===== src/hw/rtl/mfad_pkg.sv =====
// Shared types, codes and reset values for the management frame attack detector.
// No dependencies.
package mfad_pkg;

  localparam int unsigned CHANNEL_COUNT = 13;

  localparam logic [15:0] MAX16 = 16'hFFFF;
  localparam logic [19:0] MAX20 = 20'hFFFFF;

  typedef enum logic [2:0] {
    ALERT_AMBIENT = 3'd0,
    ALERT_DEAUTH  = 3'd1,
    ALERT_BEACON  = 3'd2,
    ALERT_PROBE   = 3'd3,
    ALERT_MULTI   = 3'd4
  } alert_t;

  localparam logic OP_FRAME = 1'b0;
  localparam logic OP_TICK  = 1'b1;

  localparam logic [1:0] TYPE_MGMT     = 2'b00;
  localparam logic [3:0] SUB_DEAUTH    = 4'hC;
  localparam logic [3:0] SUB_DISASSOC  = 4'hA;
  localparam logic [3:0] SUB_PROBE     = 4'h4;
  localparam logic [3:0] SUB_BEACON    = 4'h8;

  localparam logic [2:0] REG_DEAUTH_LIMIT  = 3'd0;
  localparam logic [2:0] REG_PROBE_LIMIT   = 3'd1;
  localparam logic [2:0] REG_BEACON_LIMIT  = 3'd2;
  localparam logic [2:0] REG_WINDOW_LENGTH = 3'd3;
  localparam logic [2:0] REG_COOLDOWN      = 3'd4;
  localparam logic [2:0] REG_HOP_INTERVAL  = 3'd5;
  localparam logic [2:0] REG_FIRST_CHANNEL = 3'd6;

  localparam logic [15:0] RST_DEAUTH_LIMIT  = 16'd10;
  localparam logic [15:0] RST_PROBE_LIMIT   = 16'd50;
  localparam logic [15:0] RST_BEACON_LIMIT  = 16'd100;
  localparam logic [15:0] RST_WINDOW_LENGTH = 16'd1000;
  localparam logic [19:0] RST_COOLDOWN      = 20'd10000;
  localparam logic [15:0] RST_HOP_INTERVAL  = 16'd500;
  localparam logic [3:0]  RST_FIRST_CHANNEL = 4'd1;

  typedef struct packed {
    logic [15:0] deauth_limit;
    logic [15:0] probe_limit;
    logic [15:0] beacon_limit;
    logic [15:0] window_length;
    logic [19:0] cooldown_length;
    logic [15:0] hop_interval;
    logic [3:0]  first_channel;
  } cfg_t;

  typedef struct packed {
    logic [15:0] deauth;
    logic [15:0] probe;
    logic [15:0] beacon;
  } tally_t;

  function automatic logic [15:0] sat_inc16(logic [15:0] v);
    return (v != MAX16) ? v + 16'd1 : MAX16;
  endfunction

endpackage


===== src/hw/rtl/mfad_judge.sv =====
// Window evaluation: compares the tallies with their limits and picks the alert.
// Depends on mfad_pkg.
module mfad_judge (
  input  mfad_pkg::tally_t tally,
  input  mfad_pkg::cfg_t   cfg,
  input  mfad_pkg::alert_t alert,
  input  logic [19:0]      since_detection,
  output mfad_pkg::alert_t alert_next,
  output logic             detect
);

  logic       hit_d;
  logic       hit_b;
  logic       hit_p;
  logic [1:0] hits;

  assign hit_d  = tally.deauth >= cfg.deauth_limit;
  assign hit_b  = tally.beacon >= cfg.beacon_limit;
  assign hit_p  = tally.probe >= cfg.probe_limit;
  assign hits   = {1'b0, hit_d} + {1'b0, hit_b} + {1'b0, hit_p};
  assign detect = hits != 2'd0;

  always_comb begin
    priority if (hits >= 2'd2) begin
      alert_next = mfad_pkg::ALERT_MULTI;
    end else if (hit_d) begin
      alert_next = mfad_pkg::ALERT_DEAUTH;
    end else if (hit_b) begin
      alert_next = mfad_pkg::ALERT_BEACON;
    end else if (hit_p) begin
      alert_next = mfad_pkg::ALERT_PROBE;
    end else if (alert != mfad_pkg::ALERT_AMBIENT &&
                 since_detection >= cfg.cooldown_length) begin
      alert_next = mfad_pkg::ALERT_AMBIENT;
    end else begin
      alert_next = alert;
    end
  end

endmodule


===== src/hw/rtl/mgmt_frame_attack_detector.sv =====
// Management frame attack detector: one result per frame or tick transaction.
// A transaction passes the input register, then the result register, around
// combinational update logic; throughput 1 transaction/cycle while out_stall is low.
// Synchronous active-high reset: registers at reset values, tallies and timers
// cleared, alert ambient, channel from the first_channel reset value.
// Depends on mfad_pkg and mfad_judge.
module mgmt_frame_attack_detector #(
  parameter int unsigned CHANNEL_COUNT = mfad_pkg::CHANNEL_COUNT
) (
  input  logic        clk,
  input  logic        rst,
  input  logic        in_valid,
  output logic        in_stall,
  input  logic        opcode,
  input  logic        is_management,
  input  logic [7:0]  frame_control,
  output logic        out_valid,
  input  logic        out_stall,
  output logic [2:0]  alert_state,
  output logic [3:0]  radio_channel,
  output logic        window_closed,
  input  logic        cfg_valid,
  output logic        cfg_ready,
  input  logic [2:0]  cfg_index,
  input  logic [19:0] cfg_data
);

  function automatic logic [3:0] legal_channel(logic [3:0] c);
    return (c == 4'd0 || 32'(c) > CHANNEL_COUNT) ? 4'd1 : c;
  endfunction

  // input register
  logic       s1_valid;
  logic       s1_opcode;
  logic       s1_mgmt;
  logic [7:0] s1_fc;

  mfad_pkg::cfg_t   cfg;
  mfad_pkg::tally_t tally, tally_next;
  logic [15:0]      window_elapsed, window_elapsed_next;
  logic [15:0]      hop_elapsed, hop_elapsed_next;
  logic [19:0]      since_detection, since_detection_next;
  mfad_pkg::alert_t current_alert, current_alert_next;
  logic [3:0]       current_channel, current_channel_next;
  logic             closed_next;

  logic             advance;
  logic             process;
  logic [15:0]      hop_inc;
  logic [15:0]      win_inc;
  logic [3:0]       sub;
  mfad_pkg::alert_t judged_alert;
  logic             detect;

  assign advance   = !out_valid || !out_stall;
  assign in_stall  = s1_valid && !advance;
  assign process   = s1_valid && advance;
  assign cfg_ready = 1'b1;
  assign sub       = s1_fc[7:4];
  assign hop_inc   = mfad_pkg::sat_inc16(hop_elapsed);
  assign win_inc   = mfad_pkg::sat_inc16(window_elapsed);

  mfad_judge u_judge (
    .tally           (tally),
    .cfg             (cfg),
    .alert           (current_alert),
    .since_detection (since_detection_next),
    .alert_next      (judged_alert),
    .detect          (detect)
  );

  always_comb begin
    tally_next           = tally;
    window_elapsed_next  = window_elapsed;
    hop_elapsed_next     = hop_elapsed;
    since_detection_next = since_detection;
    current_alert_next   = current_alert;
    current_channel_next = current_channel;
    closed_next          = 1'b0;
    if (s1_opcode == mfad_pkg::OP_FRAME) begin
      if (s1_mgmt && s1_fc[3:2] == mfad_pkg::TYPE_MGMT) begin
        priority if (sub == mfad_pkg::SUB_DEAUTH || sub == mfad_pkg::SUB_DISASSOC) begin
          tally_next.deauth = mfad_pkg::sat_inc16(tally.deauth);
        end else if (sub == mfad_pkg::SUB_PROBE) begin
          tally_next.probe = mfad_pkg::sat_inc16(tally.probe);
        end else if (sub == mfad_pkg::SUB_BEACON) begin
          tally_next.beacon = mfad_pkg::sat_inc16(tally.beacon);
        end else begin
          tally_next = tally;
        end
      end
    end else begin
      if (since_detection != mfad_pkg::MAX20) begin
        since_detection_next = since_detection + 20'd1;
      end
      hop_elapsed_next = hop_inc;
      if (hop_inc >= cfg.hop_interval) begin
        current_channel_next = (32'(current_channel) >= CHANNEL_COUNT) ?
                               4'd1 : current_channel + 4'd1;
        hop_elapsed_next     = 16'd0;
      end
      window_elapsed_next = win_inc;
      if (win_inc >= cfg.window_length) begin
        current_alert_next  = judged_alert;
        if (detect) begin
          since_detection_next = 20'd0;
        end
        tally_next          = '0;
        window_elapsed_next = 16'd0;
        closed_next         = 1'b1;
      end
    end
  end

  always_ff @(posedge clk) begin
    if (rst) begin
      s1_valid              <= 1'b0;
      out_valid             <= 1'b0;
      cfg.deauth_limit      <= mfad_pkg::RST_DEAUTH_LIMIT;
      cfg.probe_limit       <= mfad_pkg::RST_PROBE_LIMIT;
      cfg.beacon_limit      <= mfad_pkg::RST_BEACON_LIMIT;
      cfg.window_length     <= mfad_pkg::RST_WINDOW_LENGTH;
      cfg.cooldown_length   <= mfad_pkg::RST_COOLDOWN;
      cfg.hop_interval      <= mfad_pkg::RST_HOP_INTERVAL;
      cfg.first_channel     <= mfad_pkg::RST_FIRST_CHANNEL;
      tally                 <= '0;
      window_elapsed        <= 16'd0;
      hop_elapsed           <= 16'd0;
      since_detection       <= 20'd0;
      current_alert         <= mfad_pkg::ALERT_AMBIENT;
      current_channel       <= legal_channel(mfad_pkg::RST_FIRST_CHANNEL);
    end else begin
      if (!in_stall) begin
        s1_valid <= in_valid;
      end
      if (advance) begin
        out_valid <= s1_valid;
      end
      if (process) begin
        tally           <= tally_next;
        window_elapsed  <= window_elapsed_next;
        hop_elapsed     <= hop_elapsed_next;
        since_detection <= since_detection_next;
        current_alert   <= current_alert_next;
        current_channel <= current_channel_next;
      end
      if (cfg_valid && cfg_ready) begin
        case (cfg_index)
          mfad_pkg::REG_DEAUTH_LIMIT:  cfg.deauth_limit    <= cfg_data[15:0];
          mfad_pkg::REG_PROBE_LIMIT:   cfg.probe_limit     <= cfg_data[15:0];
          mfad_pkg::REG_BEACON_LIMIT:  cfg.beacon_limit    <= cfg_data[15:0];
          mfad_pkg::REG_WINDOW_LENGTH: cfg.window_length   <= cfg_data[15:0];
          mfad_pkg::REG_COOLDOWN:      cfg.cooldown_length <= cfg_data;
          mfad_pkg::REG_HOP_INTERVAL:  cfg.hop_interval    <= cfg_data[15:0];
          mfad_pkg::REG_FIRST_CHANNEL: begin
            cfg.first_channel <= cfg_data[3:0];
            current_channel   <= legal_channel(cfg_data[3:0]);
          end
          default: ;
        endcase
      end
    end
  end

  // payload registers
  always_ff @(posedge clk) begin
    if (!in_stall && in_valid) begin
      s1_opcode <= opcode;
      s1_mgmt   <= is_management;
      s1_fc     <= frame_control;
    end
    if (process) begin
      alert_state   <= 3'(current_alert_next);
      radio_channel <= current_channel_next;
      window_closed <= closed_next;
    end
  end

endmodule


===== config.mk =====
export PLATFORM = sky130hd
export DESIGN_NAME = mgmt_frame_attack_detector
export DESIGN_NICKNAME = d
export VERILOG_FILES = /design/src/hw/rtl/mfad_pkg.sv /design/src/hw/rtl/mfad_judge.sv /design/src/hw/rtl/mgmt_frame_attack_detector.sv
export SDC_FILE = /design/constraint.sdc
export NUM_CORES = 1
export LEC_CHECK = 0
export ABC_AREA = 1
export BUFFER_PORTS_ARGS = -buffer_cell sky130_fd_sc_hd__buf_2
export CORE_ASPECT_RATIO = 1.2
export CORE_UTILIZATION = 60
export CTS_BUF_LIST = sky130_fd_sc_hd__clkbuf_4
export CTS_CLUSTER_SIZE = 10
export DETAILED_ROUTE_END_ITERATION = 10
export HOLD_SLACK_MARGIN = 0.03
export PLACE_DENSITY = 0.78
export RECOVER_POWER = 50
export SETUP_SLACK_MARGIN = 0.02
export SYNTH_ARGS = -nofsm -noshare
export SYNTH_HDL_FRONTEND = slang
export SYNTH_SLANG_ARGS = --single-unit

===== constraint.sdc =====
create_clock -name clk -period 6.1 [get_ports clk]
set_input_delay 0.305 -clock clk [delete_from_list [all_inputs] [get_ports clk]]
set_output_delay 0.305 -clock clk [all_outputs]
set_load 0.02 [all_outputs]

### Yosys cells after proc, flatten, opt, wreduce, memory -nomap -nowiden

Cells that the tools add are included.

* reductions and logical operators: 31
* $add $sub $neg: 9
* muxes and demuxes: 34
* eq/ne operators: 19
* order comparisons: 9

Operator list (count)
* 2-to-1 mux 16 bit: 11
* 2-to-1 mux 48 bit: 3
* adder 16 x 1 -> 16 bit (second input constant): 5
* >= comparator 16 bit: 5
* 2-to-1 mux 20 bit: 4
* != test 16 bit (second input constant): 5
* 2-to-1 mux 32 bit: 1
* 2-to-1 mux 4 bit: 7
* 2-to-1 mux 3 bit: 7
* adder 20 x 1 -> 20 bit (second input constant): 1
* >= comparator 20 bit: 1
* != test 20 bit (second input constant): 1
* AND reduction 2 bit: 7
* == test 4 bit (second input constant): 3
* nonzero test 2 bit: 5
* == test 3 bit (second input constant): 3
* == test 3 x 2 -> 1 bit (second input constant): 2
* AND reduction 6 bit: 1
* logical AND 1 bit: 5
* AND reduction 5 bit: 1
* adder 4 x 1 -> 4 bit (second input constant): 1
* == test 4 x 3 -> 1 bit (second input constant): 1
* >= comparator 4 bit (second input constant): 1
* > comparator 4 bit (second input constant): 1
* 14 further kinds: 20

* logic and storage cells: 124
* flip-flop bits (word level): 227

### Longest topological paths before layout

* depth after elaboration: 16
* gate-level depth with buffers: 39
* mapped depth without buffers: 38

### Modules after synthesis

From an unflattened synthesis, not the netlist that was laid out.

* cells, all modules: 2079
* area, all modules: 14233.7 um^2

Modules (own cells, without submodules)
* mgmt_frame_attack_detector: cells an instance 1776, area each 12314.3 um^2, instances 1, sequential area each 4744.6 um^2
* mfad_judge: cells an instance 303, area each 1919.3 um^2, instances 1, sequential area each 0.0 um^2

### Worst setup path after synthesis

No wires, ideal clock.

* path type: reg2reg
* from: register window_elapsed[0]
* to: register alert_state[0] (data pin)
* setup slack: 2.163 ns
* arrival time: 3.683 ns
* setup time: 0.253 ns
* buffers on the path: 1
* clock period less this slack: 3.937 ns
* stages on the path, launching flop included: 33
* data required time: 5.847 ns
* cell sequence: dfxtp_1 > ha_1 > nand3_1 > nor2_1 > nand2_1 > inv_2 > nand3_1 > nand3b_1 > nand2_1 > nand3b_1 > ha_1 > nand2_1 > nor3_2 > nand3_1 > nand3_1 > nand2_4 > inv_2 > nand2_4 > buf_4 > nand2_1 > inv_1 > ha_1 > nand2_1 > nor2_1 > nand2_1 > nor2_1 > nand2_1 > nand3_1 > nand2_1 > nand2_1 > nand2_1 > nand2_1 > nand2_1

* word-level cells in the longest chain between the ends: 14
* elaborated cells between the ends (all ways): 15
* those cells by class: add/sub: 1; order compare: 2; eq/ne: 1; mux: 10; reduce/logical: 1

Ends and longest elaborated chain
* start: declaration: line mgmt_frame_attack_detector.sv:40 `logic [15:0] window_elapsed, window_elapsed_next;`
* start signal: assignment: line mgmt_frame_attack_detector.sv:141 `window_elapsed <= window_elapsed_next;`
* adder 16 x 1 -> 16 bit or != test 16 bit (tied branches): line mfad_pkg.sv:60 `return (v != MAX16) ? v + 16'd1 : MAX16;`
* 2-to-1 mux 16 bit (*): line mfad_pkg.sv:60
* >= comparator 16 bit (*): line mgmt_frame_attack_detector.sv:103 `if (win_inc >= cfg.window_length) begin`
* 2-to-1 mux 20 bit (*): line mgmt_frame_attack_detector.sv:103
* 2-to-1 mux 20 bit (*): line mgmt_frame_attack_detector.sv:80 `if (s1_opcode == mfad_pkg::OP_FRAME) begin`
* via since_detection_next[16]: line mgmt_frame_attack_detector.sv:42 `logic [19:0] since_detection, since_detection_next;`
* >= comparator 20 bit (*): line mfad_judge.sv:33 `since_detection >= cfg.cooldown_length) begin`
* logical AND 1 bit (*): line mfad_judge.sv:32 `end else if (alert != mfad_pkg::ALERT_AMBIENT &&`
* 2-to-1 mux 3 bit (*): line mfad_judge.sv:32
* 2-to-1 mux 3 bit (*): line mfad_judge.sv:30 `end else if (hit_p) begin`
* 2-to-1 mux 3 bit (*): line mfad_judge.sv:28 `end else if (hit_b) begin`
* 2-to-1 mux 3 bit (*): line mfad_judge.sv:26 `end else if (hit_d) begin`
* 2-to-1 mux 3 bit (*): line mfad_judge.sv:24 `priority if (hits >= 2'd2) begin`
* 2-to-1 mux 3 bit (*): line mgmt_frame_attack_detector.sv:103
* 2-to-1 mux 3 bit (*): line mgmt_frame_attack_detector.sv:80
* via current_alert_next[0]: line mgmt_frame_attack_detector.sv:43 `mfad_pkg::alert_t current_alert, current_alert_next;`
* end signal: assignment: line mgmt_frame_attack_detector.sv:173 `alert_state <= 3'(current_alert_next);`
* end: declaration: line mgmt_frame_attack_detector.sv:19 `output logic [2:0] alert_state,`

Mark *: on every way through the listed nets, which the timed path passes. The rest lies on a longest branch.
A chain may end at the register's enable or synchronous reset.

==> results.md <==
| Metric | Value | Unit |
|:---|:---|:---|
| Overall routed net length | 34,300 | um |
| Die width | 139 | um |
| Number of buffers inserted during clock tree synthesis | 59 | - |
| Crit Path Class | in2reg | - |
| Overall die area | 0.0232 | mm^2 |
| Synth warnings | 0 | - |
| Unrepaired setup endpoints after global routing | false | - |
| DRC violation count after routing | 12 | - |
| Number of detailed-route iterations in the first pass | 9 | - |
| I/O pins | 49 | - |
| Clock-pin transition on the worst setup and hold timing paths | 70 | ps |
| Slowest cell on the critical path | sky130_fd_sc_hd__clkbuf_1 | - |
| Type of origin of the critical path | primary input | - |
| Area of the core | 0.0219 | mm^2 |
| Max Transition Viols Final | 79 | - |
| Combinational Power Share | 10.1 | % |
| Top_reg_cell synth | sky130_fd_sc_hd__dfxtp_1 | - |
| Number of setup violations in the final report | 0 | - |
| Count of buffers inserted at the top-level ports | 45 | - |
| Least setup slack across all paths after layout | 725 | ps |
| Part of the total power dissipated in the clock network | 41.2 | % |
| Cells along the critical path | buf_2 > clkbuf_1 > inv_2 > buf_4 > o21ai_0 > a21oi_1 | - |
| Rows | 59 | - |
| Number of max-cap violations | 1 | - |
| Number of enable-type register cells in the synthesized netlist | 16 | - |
| Share of the synthesized area in the top cell type | 30.8 | % |
| Final hold violation count | 0 | - |
| Critical Path Fanout Max | 78 | - |
| P per Cell Area | 215 | mW/mm^2 |
| Vias per inst | 5.56 | - |
| Share of layout cells above drive strength 1 | 10.7 | % |
| Required @ worst endpoint | 6630 | ps |
| Leading area contributor after synthesis | sky130_fd_sc_hd__dfxtp_1 | - |
| Overall fraction of global-route tracks in use | 29.8 | % |
| Hold Worst Slack | 98.0 | ps |
| Worst Path Buf+Inv | 4 | - |
| Crit end category | register | - |
| # hold bufs at CTS | 26 | - |
| Highest Clock Rate | 186 | MHz |
| Worst-Skew Late Latency | 700 | ps |
| Path category of the worst min-delay check | in2reg | - |
| Sequential cell area fraction in the yosys report | 34.4 | % |
| Cells taking the most area after synthesis | sky130_fd_sc_hd__dfxtp_1, sky130_fd_sc_hd__nand2_1, sky130_fd_sc_hd__ha_1 | - |
| Placed Cells | 2,173 | - |
| Sequential fraction of design power | 48.7 | % |
| Vertical die dimension | 167 | um |
| Run status | finished with violations | - |
| DP Wirelength | 23,400 | um |
| Buffers inserted by post-CTS timing repair | 0 | - |
| Detailed Route Iter0 Violations | 706 | - |
| Worst slack at placement | 1060 | ps |
| Antenna violations before repair | 1 | - |
| Transition time at the pin with the least slew margin | 4040 | ps |
| Post-synthesis async set-or-reset flop share | 0 | % |
| Post-synthesis net count | 2,062 | - |
| Weighted congestion reported at the end of routability-driven placement | 0.851 | - |
| Violations in the final reports | DRC, capacitance limit, slew limit | - |
| Worst slew margin relative to its limit | -169 | % |
| Switching fraction of total power | 27.1 | % |
| CTS Sinks | 225 | - |
| Max Buffers Root-to-Sink | 3 | - |
| Final min period | 5370 | ps |
| Final TNS setup | 0 | ps |
| Arrival time of data at the critical path endpoint | 5910 | ps |
| Clock Skew | 28.1 | ps |
| Vias after detailed routing | 12,815 | - |
| CTS tree | yes | - |
| Count of H-tree levels built during CTS | 2 | - |
| Net switching power of the design | 868 | uW |
| GR Overflow Total | 0 | - |
| Gate Count Post-Synth | 1,914 | - |
| Growth of design area from synthesis to finish | 9.70 | % |
| Cell variety after synth | 56 | - |
| Count of nets after finishing | 2,134 | - |
| Maximum number of pins on one net before global-route repair | 79 | - |
| Maximum ir drop on the vdd rail | 0.175 | mV |
| Flops & latches, synth | 225 | - |
| Count of instances resized after the clock tree is built | 0 | - |
| Cell family with the largest share of critical-path delay | buffers and inverters | - |
| P_leak | 0.00662 | uW |
| Share of the core filled with cells | 67.9 | % |
| Share of the cycle needed by the critical path after routing | 88.1 | % |
| Count of antenna-violating nets left after detailed routing | 0 | - |
| Internal Pwr Total | 2340 | uW |
| Final instance count without filler cells | 2,304 | - |
| CP peak stage delay | 2820 | ps |
| Number of global-route vias before repair | 12,200 | - |
| Global-route wire length before repair | 56,200 | um |
| Syn_area_per_cell | 7.09 | um^2 |
| Cell Area, Synth | 0.0136 | mm^2 |
| Initial cell density of the core | 61.9 | % |
| Clock Root Buffer | sky130_fd_sc_hd__clkbuf_4 | - |
| Detail-routed net length per standard cell | 14.9 | um |
## flip-flops by register name, summed over array words and instances, names as in the netlist
name / count
s1_opcode: 1
since_detection: 20
window_closed: 1
current_channel: 4
s1_fc: 6
cfg: 100
current_alert: 3
out_valid: 1
tally: 48
window_elapsed: 16
hop_elapsed: 16
alert_state: 3
radio_channel: 4
s1_mgmt: 1
s1_valid: 1
## cell usage after synthesis (all sizes together), types with 7 or more instances
cell type	instances
a21oi	232
a22oi	9
buf	21
clkbuf	46
dfxtp	209
edfxtp	16
ha	109
inv	268
nand2	377
nand3	111
nand3b	8
nand4	41
nor2	171
nor3	26
nor4	7
o211ai	19
o21ai	176
or2	12
xnor2	8
xor2	22
## tightest hold or removal path: cells and delay by family
| kind | cells | cell delay, ps |
|---|---|---|
| compound gates | 2 | 240 |
| buf+inv | 1 | 200 |
## path summary, 6_finish.rpt
path / start / to / slack (ps) / cells past startpoint
max: rst / cfg[74] / 730 / 6
min: cfg_data[12] / cfg[52] / 100 / 3
max reg2reg: window_elapsed[0] / current_alert[0] / 990 / 29
min reg2reg: cfg[103] / cfg[103] / 460 / 2
## layout make-up
class | count | area, um^2
antenna | 2 | 5.00
clock buffer | 96 | 721
clock inverter | 7 | 26.3
fill | 1931 | 7040
inverter | 270 | 1020
multi-input combinational | 1352 | 7580
sequential | 225 | 4660
tap | 274 | 343
timing repair buffer | 78 | 522
## stage by stage
step / instance area, um^2 / power, uW
finish: 14900 / 3200
global route: 14900 / 3360
CTS: 14900 / 3230
detailed placement: 13900 / 1900
global placement: 13900 / 1880
floorplan: 13600 / 1800
## per-layer routing
| layer | vias up | track usage, % | routed length (um) |
|---|---|---|---|
| li1 | 6525 | - | - |
| met1 | 5838 | 35.0 | 14400 |
| met2 | 354 | 52.0 | 16200 |
| met3 | 98 | 5.75 | 2250 |
| met4 | 0 | 14.2 | 1430 |
| met5 | - | 0 | 0 |
## logic make-up after synthesis
| kind of cell | synth area share (%) |
|---|---|
| fa+ha+maj | 10.2 |
| buf+inv | 9.69 |
| flops | 34.4 |
| mux | 0.0738 |
| compound gates | 18.0 |
| xor+xnor | 1.94 |
| other cells | 0.0276 |
| simple gates | 25.7 |
## power groups by stage
| stage | clock network, uW | logic, uW | registers (uW) |
|---|---|---|---|
| 2_1_floorplan | 0 | 214 | 1590 |
| 3_3_place_gp | 0 | 294 | 1590 |
| 3_5_place_dp | 0 | 305 | 1590 |
| 4_1_cts | 1350 | 321 | 1560 |
| 5_1_grt | 1430 | 363 | 1560 |
| 6_report | 1320 | 323 | 1560 |
## cell usage in the layout, fill, tap and decap left out, types with 9 or more instances in the layout
master / instances
sky130_fd_sc_hd__buf_2: 35
sky130_fd_sc_hd__nor3_1: 15
sky130_fd_sc_hd__o211ai_1: 19
sky130_fd_sc_hd__a22oi_1: 9
sky130_fd_sc_hd__inv_2: 13
sky130_fd_sc_hd__nand3_1: 95
sky130_fd_sc_hd__a21oi_1: 230
sky130_fd_sc_hd__nand2_1: 371
sky130_fd_sc_hd__edfxtp_1: 16
sky130_fd_sc_hd__nand4_1: 39
sky130_fd_sc_hd__clkbuf_1: 11
sky130_fd_sc_hd__clkbuf_4: 96
sky130_fd_sc_hd__dlygate4sd3_1: 26
sky130_fd_sc_hd__dfxtp_1: 209
sky130_fd_sc_hd__nor2_1: 155
sky130_fd_sc_hd__ha_1: 109
sky130_fd_sc_hd__o21ai_0: 167
sky130_fd_sc_hd__xor2_1: 22
sky130_fd_sc_hd__inv_1: 256
sky130_fd_sc_hd__nand3_2: 14
sky130_fd_sc_hd__nor2_2: 11
sky130_fd_sc_hd__nor3_2: 10
Note: power is estimated with default switching activity, not from simulation.
